<file path="config.mk">
export PLATFORM = sky130hd
export DESIGN_NAME = dedup_job_ring_queue_flat
export DESIGN_NICKNAME = d
export VERILOG_FILES = /design/src/rtl/djrq_pkg.sv /design/src/rtl/djrq_if.sv /design/src/rtl/djrq_cell.sv /design/src/rtl/dedup_job_ring_queue.sv /design/src/flat_wrapper.sv
export SDC_FILE = /design/constraint.sdc
export NUM_CORES = 1
export LEC_CHECK = 0
export CORE_MARGIN = 4
export CORE_UTILIZATION = 53
export CTS_BUF_LIST = sky130_fd_sc_hd__clkbuf_4
export DETAILED_ROUTE_END_ITERATION = 8
export DONT_BUFFER_PORTS = 1
export PLACE_DENSITY_LB_ADDON = 0.3
export SLEW_MARGIN = 30
export SYNTH_ARGS = -nofsm -noshare
export SYNTH_HDL_FRONTEND = slang
export SYNTH_SLANG_ARGS = --single-unit
</file>
<file path="constraint.sdc">
create_clock -name clk -period 70.2 [get_ports clk]
set_input_delay 14.04 -clock clk [delete_from_list [all_inputs] [get_ports clk]]
set_output_delay 14.04 -clock clk [all_outputs]
set_load 0.05 [all_outputs]
</file>
<file path="src/rtl/djrq_pkg.sv">
// Shared constants, codes and types of the deduplicating job ring queue.
`default_nettype none
package djrq_pkg;

  localparam int QUEUE_DEPTH = 16;
  localparam int IDX_W = (QUEUE_DEPTH > 1) ? $clog2(QUEUE_DEPTH) : 1;
  localparam int CNT_W = $clog2(QUEUE_DEPTH + 1);

  localparam int OP_W = 2;
  localparam int KEY_W = 64;
  localparam int PAY_W = 32;
  localparam int ST_W = 3;
  localparam int OCC_W = 5;

  localparam logic [OP_W-1:0] OP_ENQUEUE = 2'd0;
  localparam logic [OP_W-1:0] OP_DEQUEUE = 2'd1;
  localparam logic [OP_W-1:0] OP_RELEASE = 2'd2;

  localparam logic [ST_W-1:0] ST_ADDED = 3'd0;
  localparam logic [ST_W-1:0] ST_REPLACED = 3'd1;
  localparam logic [ST_W-1:0] ST_IGNORED = 3'd2;
  localparam logic [ST_W-1:0] ST_FULL = 3'd3;
  localparam logic [ST_W-1:0] ST_TAKEN = 3'd4;
  localparam logic [ST_W-1:0] ST_EMPTY = 3'd5;
  localparam logic [ST_W-1:0] ST_RELEASED = 3'd6;
  localparam logic [ST_W-1:0] ST_REL_ERROR = 3'd7;

  typedef struct packed {
    logic [KEY_W-1:0] key;
    logic [PAY_W-1:0] payload;
    logic             kind;
    logic             in_prog;
  } entry_t;

  typedef struct packed {
    logic shift;
    logic load;
  } cell_ctrl_t;

endpackage
`default_nettype wire

</file>
<file path="src/rtl/djrq_if.sv">
// Request and response channel interfaces of the job ring queue.
`default_nettype none
interface djrq_req_if;
  import djrq_pkg::*;
  logic             valid;
  logic             ready;
  logic [OP_W-1:0]  opcode;
  logic [KEY_W-1:0] job_key;
  logic [PAY_W-1:0] job_payload;
  logic             job_kind;
  modport source(output valid, output opcode, output job_key, output job_payload,
                 output job_kind, input ready);
  modport sink(input valid, input opcode, input job_key, input job_payload,
               input job_kind, output ready);
endinterface

interface djrq_rsp_if;
  import djrq_pkg::*;
  logic             valid;
  logic             ready;
  logic [ST_W-1:0]  status;
  logic [KEY_W-1:0] out_key;
  logic [PAY_W-1:0] out_payload;
  logic             out_kind;
  logic [OCC_W-1:0] occupancy;
  modport source(output valid, output status, output out_key, output out_payload,
                 output out_kind, output occupancy, input ready);
  modport sink(input valid, input status, input out_key, input out_payload,
               input out_kind, input occupancy, output ready);
endinterface
`default_nettype wire

</file>
<file path="src/rtl/djrq_cell.sv">
// One queue cell: holds one entry and takes its neighbor's entry on a shift.
`default_nettype none
module djrq_cell (
  input  wire logic                clk,
  input  wire djrq_pkg::cell_ctrl_t ctl,
  input  wire djrq_pkg::entry_t    load_data,
  input  wire djrq_pkg::entry_t    nbr,
  output djrq_pkg::entry_t         ent
);
  import djrq_pkg::*;

  always_ff @(posedge clk) begin
    if (ctl.load) begin
      ent <= load_data;
    end else if (ctl.shift) begin
      ent <= nbr;
    end
  end

endmodule
`default_nettype wire

</file>
<file path="src/rtl/dedup_job_ring_queue.sv">
// Top level of the deduplicating job ring queue built as a rotating row of cells.
//
//   Channel  Direction  Handshake      Carries
//   req      in         valid/ready    opcode, job_key, job_payload, job_kind
//   rsp      out        valid/ready    status, out_key, out_payload, out_kind, occupancy
//
// Cell 0 always holds the head; while an enqueue scans or a release executes, the cells
// rotate toward cell 0 one step a cycle. An enqueue makes one full rotation of the ring past
// the single key comparator at cell 0. Dequeue, release and no-op pass through S_EXEC.
// Reset (synchronous) empties the queue; cell contents are not cleared.
// A new transaction is taken while the previous response still waits on rsp;
// the block stalls only when a finished result finds the output register full.
`default_nettype none
module dedup_job_ring_queue (
  input wire logic   clk,
  input wire logic   rst,
  djrq_req_if.sink   req,
  djrq_rsp_if.source rsp
);
  import djrq_pkg::*;

  localparam logic [1:0] S_IDLE = 2'd0;
  localparam logic [1:0] S_EXEC = 2'd1;
  localparam logic [1:0] S_SCAN = 2'd2;
  localparam logic [1:0] S_DONE = 2'd3;

  logic [1:0]       state;
  logic [OP_W-1:0]  op;
  logic [KEY_W-1:0] rkey;
  logic [PAY_W-1:0] rpay;
  logic             rkind;
  logic [IDX_W-1:0] idx;
  logic [CNT_W-1:0] count;
  logic             found;
  logic [ST_W-1:0]  res_status;
  logic [KEY_W-1:0] res_key;
  logic [PAY_W-1:0] res_pay;
  logic             res_kind;
  logic             ov;
  logic [ST_W-1:0]  o_status;
  logic [KEY_W-1:0] o_key;
  logic [PAY_W-1:0] o_pay;
  logic             o_kind;
  logic [OCC_W-1:0] o_occ;

  entry_t     ent [QUEUE_DEPTH];
  entry_t     head;
  entry_t     fb;
  entry_t     head_taken;
  logic       active;
  logic       hit;
  logic       append;
  logic       last_step;
  logic       empty;
  logic       out_load;
  cell_ctrl_t ctl0;
  cell_ctrl_t ctln;

  assign head = ent[0];
  assign empty = (count == '0);
  assign active = (CNT_W'(idx) < count);
  assign hit = (state == S_SCAN) && active && !found && (head.key == rkey);
  assign append = (state == S_SCAN) && !found && (CNT_W'(idx) == count);
  assign last_step = (idx == IDX_W'(QUEUE_DEPTH - 1));
  assign out_load = (state == S_DONE) && (!ov || rsp.ready);

  // The entry leaving cell 0 re-enters at the tail, edited on a replace or an append.
  always_comb begin
    fb = head;
    if (hit && !head.in_prog) begin
      fb.payload = rpay;
      fb.kind = rkind;
      fb.in_prog = 1'b0;
    end
    if (append) begin
      fb.key = rkey;
      fb.payload = rpay;
      fb.kind = rkind;
      fb.in_prog = 1'b0;
    end
  end

  always_comb begin
    head_taken = head;
    head_taken.in_prog = 1'b1;
    ctln.shift = (state == S_SCAN) ||
                 ((state == S_EXEC) && (op == OP_RELEASE) && !empty);
    ctln.load = 1'b0;
    ctl0.shift = ctln.shift;
    ctl0.load = (state == S_EXEC) && (op == OP_DEQUEUE) && !empty;
  end

  for (genvar k = 0; k < QUEUE_DEPTH; k++) begin : g_cell
    if (k == 0) begin : g_head
      djrq_cell u_cell (
        .clk      (clk),
        .ctl      (ctl0),
        .load_data(head_taken),
        .nbr      ((QUEUE_DEPTH > 1) ? ent[(k + 1) % QUEUE_DEPTH] : fb),
        .ent      (ent[k])
      );
    end else if (k == QUEUE_DEPTH - 1) begin : g_tail
      djrq_cell u_cell (
        .clk      (clk),
        .ctl      (ctln),
        .load_data(head_taken),
        .nbr      (fb),
        .ent      (ent[k])
      );
    end else begin : g_mid
      djrq_cell u_cell (
        .clk      (clk),
        .ctl      (ctln),
        .load_data(head_taken),
        .nbr      (ent[k + 1]),
        .ent      (ent[k])
      );
    end
  end

  always_ff @(posedge clk) begin
    if (rst) begin
      state <= S_IDLE;
      count <= '0;
      found <= 1'b0;
      idx <= '0;
      ov <= 1'b0;
    end else begin
      if (out_load) begin
        ov <= 1'b1;
      end else if (ov && rsp.ready) begin
        ov <= 1'b0;
      end
      case (state)
        S_IDLE: begin
          if (req.valid) begin
            op <= req.opcode;
            rkey <= req.job_key;
            rpay <= req.job_payload;
            rkind <= req.job_kind;
            idx <= '0;
            found <= 1'b0;
            state <= (req.opcode == OP_ENQUEUE) ? S_SCAN : S_EXEC;
          end
        end
        S_EXEC: begin
          case (op)
            OP_DEQUEUE: begin
              if (!empty) begin
                res_status <= ST_TAKEN;
                res_key <= head.key;
                res_pay <= head.payload;
                res_kind <= head.kind;
              end else begin
                res_status <= ST_EMPTY;
                res_key <= '0;
                res_pay <= '0;
                res_kind <= 1'b0;
              end
            end
            OP_RELEASE: begin
              res_pay <= '0;
              res_kind <= 1'b0;
              if (empty) begin
                res_status <= ST_REL_ERROR;
                res_key <= '0;
              end else begin
                res_status <= ST_RELEASED;
                res_key <= head.key;
                count <= count - 1'b1;
              end
            end
            default: begin
              res_status <= ST_EMPTY;
              res_key <= '0;
              res_pay <= '0;
              res_kind <= 1'b0;
            end
          endcase
          state <= S_DONE;
        end
        S_SCAN: begin
          res_key <= rkey;
          res_pay <= '0;
          res_kind <= 1'b0;
          if (hit) begin
            found <= 1'b1;
            res_status <= head.in_prog ? ST_IGNORED : ST_REPLACED;
          end
          // Once appended, the slots behind the new entry must not take it again.
          if (append) begin
            found <= 1'b1;
            count <= count + 1'b1;
            res_status <= ST_ADDED;
          end
          if (last_step) begin
            if (!found && !hit && (count == CNT_W'(QUEUE_DEPTH))) begin
              res_status <= ST_FULL;
            end
            state <= S_DONE;
          end else begin
            idx <= idx + 1'b1;
          end
        end
        S_DONE: begin
          if (out_load) begin
            o_status <= res_status;
            o_key <= res_key;
            o_pay <= res_pay;
            o_kind <= res_kind;
            o_occ <= OCC_W'(count);
            state <= S_IDLE;
          end
        end
        default: begin
          state <= S_IDLE;
        end
      endcase
    end
  end

  assign req.ready = (state == S_IDLE);
  assign rsp.valid = ov;
  assign rsp.status = o_status;
  assign rsp.out_key = o_key;
  assign rsp.out_payload = o_pay;
  assign rsp.out_kind = o_kind;
  assign rsp.occupancy = o_occ;

  assert property (@(posedge clk) disable iff (rst) count <= CNT_W'(QUEUE_DEPTH))
    else $error("Entry count exceeds the queue depth.");

  assert property (@(posedge clk) disable iff (rst)
    (req.valid && req.ready) |=> (state == S_SCAN || state == S_EXEC))
    else $error("Accepted transaction did not start work.");

  assert property (@(posedge clk) disable iff (rst)
    (rsp.valid && (rsp.status == ST_ADDED || rsp.status == ST_TAKEN ||
                   rsp.status == ST_REPLACED)) |-> (rsp.occupancy != '0))
    else $error("Response reports an entry while the queue is empty.");

  assert property (@(posedge clk) disable iff (rst)
    (state == S_SCAN && hit) |=> found)
    else $error("Key match was not recorded.");

endmodule
`default_nettype wire

</file>
<file path="src/flat_wrapper.sv">
// flat-port wrapper written by rule: the top's interface ports become plain ports
module dedup_job_ring_queue_flat import djrq_pkg::*;
  (clk, rst, req_valid, req_opcode, req_job_key, req_job_payload, req_job_kind, req_ready, rsp_valid, rsp_status, rsp_out_key, rsp_out_payload, rsp_out_kind, rsp_occupancy, rsp_ready);
  djrq_req_if req_i ();
  djrq_rsp_if rsp_i ();
  input wire logic clk;
  input wire logic rst;
  input wire logic [$bits(req_i.valid)-1:0] req_valid;
  input wire logic [$bits(req_i.opcode)-1:0] req_opcode;
  input wire logic [$bits(req_i.job_key)-1:0] req_job_key;
  input wire logic [$bits(req_i.job_payload)-1:0] req_job_payload;
  input wire logic [$bits(req_i.job_kind)-1:0] req_job_kind;
  output wire logic [$bits(req_i.ready)-1:0] req_ready;
  output wire logic [$bits(rsp_i.valid)-1:0] rsp_valid;
  output wire logic [$bits(rsp_i.status)-1:0] rsp_status;
  output wire logic [$bits(rsp_i.out_key)-1:0] rsp_out_key;
  output wire logic [$bits(rsp_i.out_payload)-1:0] rsp_out_payload;
  output wire logic [$bits(rsp_i.out_kind)-1:0] rsp_out_kind;
  output wire logic [$bits(rsp_i.occupancy)-1:0] rsp_occupancy;
  input wire logic [$bits(rsp_i.ready)-1:0] rsp_ready;
  assign req_i.valid = req_valid;
  assign req_i.opcode = req_opcode;
  assign req_i.job_key = req_job_key;
  assign req_i.job_payload = req_job_payload;
  assign req_i.job_kind = req_job_kind;
  assign req_ready = req_i.ready;
  assign rsp_valid = rsp_i.valid;
  assign rsp_status = rsp_i.status;
  assign rsp_out_key = rsp_i.out_key;
  assign rsp_out_payload = rsp_i.out_payload;
  assign rsp_out_kind = rsp_i.out_kind;
  assign rsp_occupancy = rsp_i.occupancy;
  assign rsp_i.ready = rsp_ready;
  dedup_job_ring_queue u_core (.clk(clk), .rst(rst), .req(req_i), .rsp(rsp_i));
endmodule
</file>
# [Word-level counts from Yosys, hierarchy flattened]
# Cells that the tools add are included.
[classes] add_sub_neg=3 order_cmp=1 n_eq_ne=17 mux=38 bitwise_logic=2 reduce_logical=37
[ops] operator="$mux 64" count=2
[ops] operator="$pmux 64 s2" count=1
[ops] operator="$mux 98" count=1
[ops] operator="$eq 64x64->1" count=1
[ops] operator="$mux 32" count=2
[ops] operator="$pmux 32 s2" count=1
[ops] operator="$mux 34" count=1
[ops] operator="$mux 5" count=3
[ops] operator="$reduce_and 3->1" count=5
[ops] operator="$logic_and 1x1->1" count=14
[ops] operator="$mux 3" count=4
[ops] operator="$pmux 3 s2" count=2
[ops] operator="$mux 2" count=5
[ops] operator="$pmux 5 s2" count=1
[ops] operator="$mux 1" count=9
[ops] operator="$mux 4" count=2
[ops] operator="$ne 2x2->1 const B" count=4
[ops] operator="$pmux 2 s4" count=1
[ops] operator="$pmux 4 s2" count=1
[ops] operator="$eq 2x2->1 const B" count=3
[ops] operator="$ne 2x1->1 const B" count=3
[ops] operator="$reduce_bool 2->1" count=3
[ops] operator="$add 5x1->5 const B" count=1
[ops] operator="$eq 4x5->1" count=1
[ops] operator="16 further kinds" count=27
[word_totals] ff_bits=1885 inputBits=103 wordCells=180

# [Longest topological paths before layout]
[depth] word_depth=10 ltp_mapped=11 depth_no_buf=10

# [By module]
# From an unflattened synthesis, not the netlist that was laid out.
[hier_totals] hier_cells=4245 hier_area_um2=79770.3
[modules_own_cells] mod="djrq_cell" instances=16 cells_each=208 area_each_um2=4160.2 seq_area_each_um2=2942.8
[modules_own_cells] mod="dedup_job_ring_queue" instances=1 cells_each=917 area_each_um2=13206.4 seq_area_each_um2=9389.0

# [Worst setup path before layout]
# Ideal clock, no wire load.
[synth_path] kind="register to register" from="reg u_core.state[0]" to="reg, netlist name u_core.g_cell[10].g_mid.u_cell.ent[0]" setup_time_ps=1797 arrival_ps=29515 path_slack_ps=38888 stages_incl_launch_ff=7 path_buffers=2 path_cell_list="dfxtp_1 inv_1 ha_1 clkbuf_1 clkbuf_1 nor2_1 inv_1"
[synth_rtl] item="from (decl)" line="dedup_job_ring_queue.sv:27" source="logic [1:0] state;"
[synth_rtl] item="from (signal assigned)" line="dedup_job_ring_queue.sv:143" source="state <= (req.opcode == OP_ENQUEUE) ? S_SCAN : S_EXEC;"

# [Final worst setup path]
[layout_path] from="reg u_core.state[0]" to="out req_ready"
[layout_via] elab_chain_len=1
[layout_rtl] item="$logic_not 2->1" line="dedup_job_ring_queue.sv:222" source="assign req.ready = (state == S_IDLE);"
[layout_rtl] item="to (decl)" line="flat_wrapper.sv:13" source="output wire logic [$bits(req_i.ready)-1:0] req_ready;"
# No other way between the ends.

==> results_dict.tcl <==
set metrics [dict create \
    hold_path.class "reg -> reg" \
    start_kind "flip-flop" \
    instances_no_fill 4751 \
    status "completed" \
    worst_pin_slew_ns 0.947 \
    finalCritPeriodShare_pct 23.3 \
    num_vias 24600 \
    areaGrowthSynthToFinish_pct 12.7 \
    yosys_warnings 0 \
    cts_buffers 461 \
    synthSimpleGateAreaFrac_pct 2.17 \
    clk_latency_ns 1.27 \
    clkTransAtPathRegs_ns 0.07 \
    htree_levels 5 \
    drive_gt1_share_pct 23.6 \
    clock_sinks 1885 \
    p_per_area_nw_per_um2 47.8 \
    power_uw 3240 \
    hold_buffers 0 \
    root_buffer "clkbuf_4" \
    syn_area_um2 60200 \
    async_flop_share_pct 0 \
    hold_viol_final 0 \
    syn_nets 2581 \
    synth_mux_area_share_pct 0.855 \
    path_class "reg -> out" \
    floorplan.initialDensity_pct 53.4 \
    antenna_left 0 \
    portBuffers 0 \
    dpl.cell_count 3951 \
    track_usage_pct 16.6 \
    yosys.cell_count.top_type "edfxtp_1" \
    avgRoutedWirePerCell_um 20.9 \
    setup_tns_ns 0 \
    power_leakage_uw 0.0228 \
    io_pins 210 \
    min_to "u_core.g_cell[4].g_mid.u_cell.ent[47]" \
    ir_worst_vdd_mv 0.0439 \
    dp_hpwl_um 52500 \
    ys_ff_latch 1885 \
    synth_commonest_cells "1871 x edfxtp_1, 187 x nand2_1, 62 x a22o_1, 56 x xor2_1, 34 x and2_1" \
    synth_area_leaders "edfxtp_1 93%, nand2_1 1.2%, a22o_1 0.90%, xor2_1 0.82%, mux2_4 0.75%" \
    synth_fa_ha_area_share_pct 0.345 \
    postSynthCellCount 2462 \
    dpl_cell_area_um2 62200 \
    worst_clock_skew_ns 0.141 \
    yosysTopAreaCell "edfxtp_1" \
    synth_top_family_by_area "simple AND/OR/NAND/NOR gates" \
    worst_slew_margin_rel_pct 36.9 \
    drc_errors 0 \
    grt_pass1_wl_um 147000 \
    yosysTopAreaCellShare_pct 93.4 \
    gp_congestion 0.807 \
    rsz0062_at_grt "no" \
    reg2reg_depth 10 \
    arrival_ns 2.32 \
    routed_wl_um 99400 \
    clockBufferDepth 4 \
    finalCoreUtilization_pct 60.2 \
    fp.dieW_um 345 \
    finish.instance_area_um2 67800 \
    fin_crit_ns 16.36 \
    layout.nets 3034 \
    rr_endpoint "u_core.g_cell[15].g_tail.u_cell.ent[42]" \
    viasPerCell 5.19 \
    syn_area_per_cell_um2 24.4 \
    dieArea_um2 119000 \
    grt_start_max_net_pins 153 \
    ys_types 44 \
    synth_edf_count 1871 \
    critPathMaxFanout 7 \
    first_pass_iters 6 \
    drt_iter0_markers 2265 \
    ys.flop_type "edfxtp_1" \
    grt-ovfl-total 0 \
    worst-r2r-setup-slack_ns 64.22 \
    hp-start "u_core.g_cell[5].g_mid.u_cell.ent[47]" \
    setup_viol 0 \
    cts_resized 0 \
    post_cts_buffers 0 \
    max_freq_mhz 61.1 \
    end_kind "output port" \
    r2r-start "u_core.count[0]" \
    fp.dieH_um 345 \
    crit_required_ns 56.16 \
    antenna_found_initial 8 \
    synth_compound_area_share_pct 1.39 \
    maxCapViolations 0 \
    cts_tree "built" \
    rows 123 \
    grt_pass1_vias 25100 \
    final_max_slew_viol_count 0 \
    design.core.area_um2 113000 \
    yosys.area_share.xor_xnor_pct 0.932 \
    seq_area_frac_synth_pct 93.9 \
    hold_depth 0 \
]
metrics by stage:
step,setup slack (ns),hold WS (ns)
6_report,53.84,0.318
5_1_grt,53.59,0.315
4_1_cts,53.64,0.322
3_5_place_dp,54.11,0.405
3_3_place_gp,53.99,0.400
2_1_floorplan,38.89,0.400
power breakdown:
part / switching [uW] / total [uW] / internal, uW
registers: 144 / 1970 / 1830
logic: 339 / 426 / 86.8
clock network: 405 / 845 / 440
total: 888 / 3240 / 2350
area by class of cell:
| type | instances | area [um^2] |
|---|---|---|
| antenna | 8 | 20.0 |
| tap | 1500 | 1880 |
| multi-input combinational | 513 | 3490 |
| sequential | 1885 | 56500 |
| clock inverter | 125 | 551 |
| inverter | 25 | 106 |
| clock buffer | 666 | 5000 |
| fill | 7876 | 44900 |
| timing repair buffer | 29 | 287 |
worst max-delay path by stage:
stage,from,endpoint,slack [ns],depth (start not counted)
2_1_floorplan,u_core.state[0],u_core.g_cell[10].g_mid.u_cell.ent[0],38.89,6
3_3_place_gp,req_valid,u_core.rpay[27],53.99,3
3_5_place_dp,req_valid,u_core.rpay[27],54.11,3
4_1_cts,u_core.state[0],req_ready,53.64,2
5_1_grt,u_core.state[0],req_ready,53.59,2
6_report,u_core.state[0],req_ready,53.84,2
critical path, stage by stage (launching register included):
cell,delay [ns]
dfxtp_1,0.34
inv_1,0.14
ha_1,0.68
registers in the layout, summed over array words and instances (netlist names), 2 cells and up:
signal / flops
u_core.g_cell.g_tail.u_cell.ent: 98
u_core.op: 2
u_core.res_pay: 32
u_core.rkey: 64
u_core.rsp.occupancy: 5
u_core.rsp.out_key: 64
u_core.state: 2
u_core.g_cell.g_head.u_cell.ent: 98
u_core.rsp.out_payload: 32
u_core.idx: 4
u_core.g_cell.g_mid.u_cell.ent: 1372
u_core.count: 5
u_core.rpay: 32
u_core.res_key: 64
u_core.rsp.status: 3
u_core.res_status: 3
kinds of logic after synthesis:
group                    count (synthesis)
AO/OA/AOI/OAI                          107
flip-flops                            1885
AND/OR/NAND/NOR                        290
XOR/XNOR                                64
adder cells (fa/ha/maj)                 16
buffers and inverters                   64
multiplexers                            36
routing by layer:
metal / global-route usage, % / vias up / wire length (um)
met1: 24.1 / 12500 / 45000
met4: 8.10 / 2 / 3280
met3: 5.52 / 210 / 7740
li1: - / 10900 / -
met2: 22.9 / 1001 / 43400
met5: 0 / - / 13
cells in the final DEF, fill, tap and decap left out, types with 15 or more instances in the layout:
cell      instances
edfxtp_1       1871
clkinv_1        104
nor2_1           24
xor2_1           56
and2_1           34
mux2_4           30
nand2_1         187
buf_6            15
inv_1            23
clkbuf_4        666
a22o_1           62
Power figures use the tool's default switching activity.
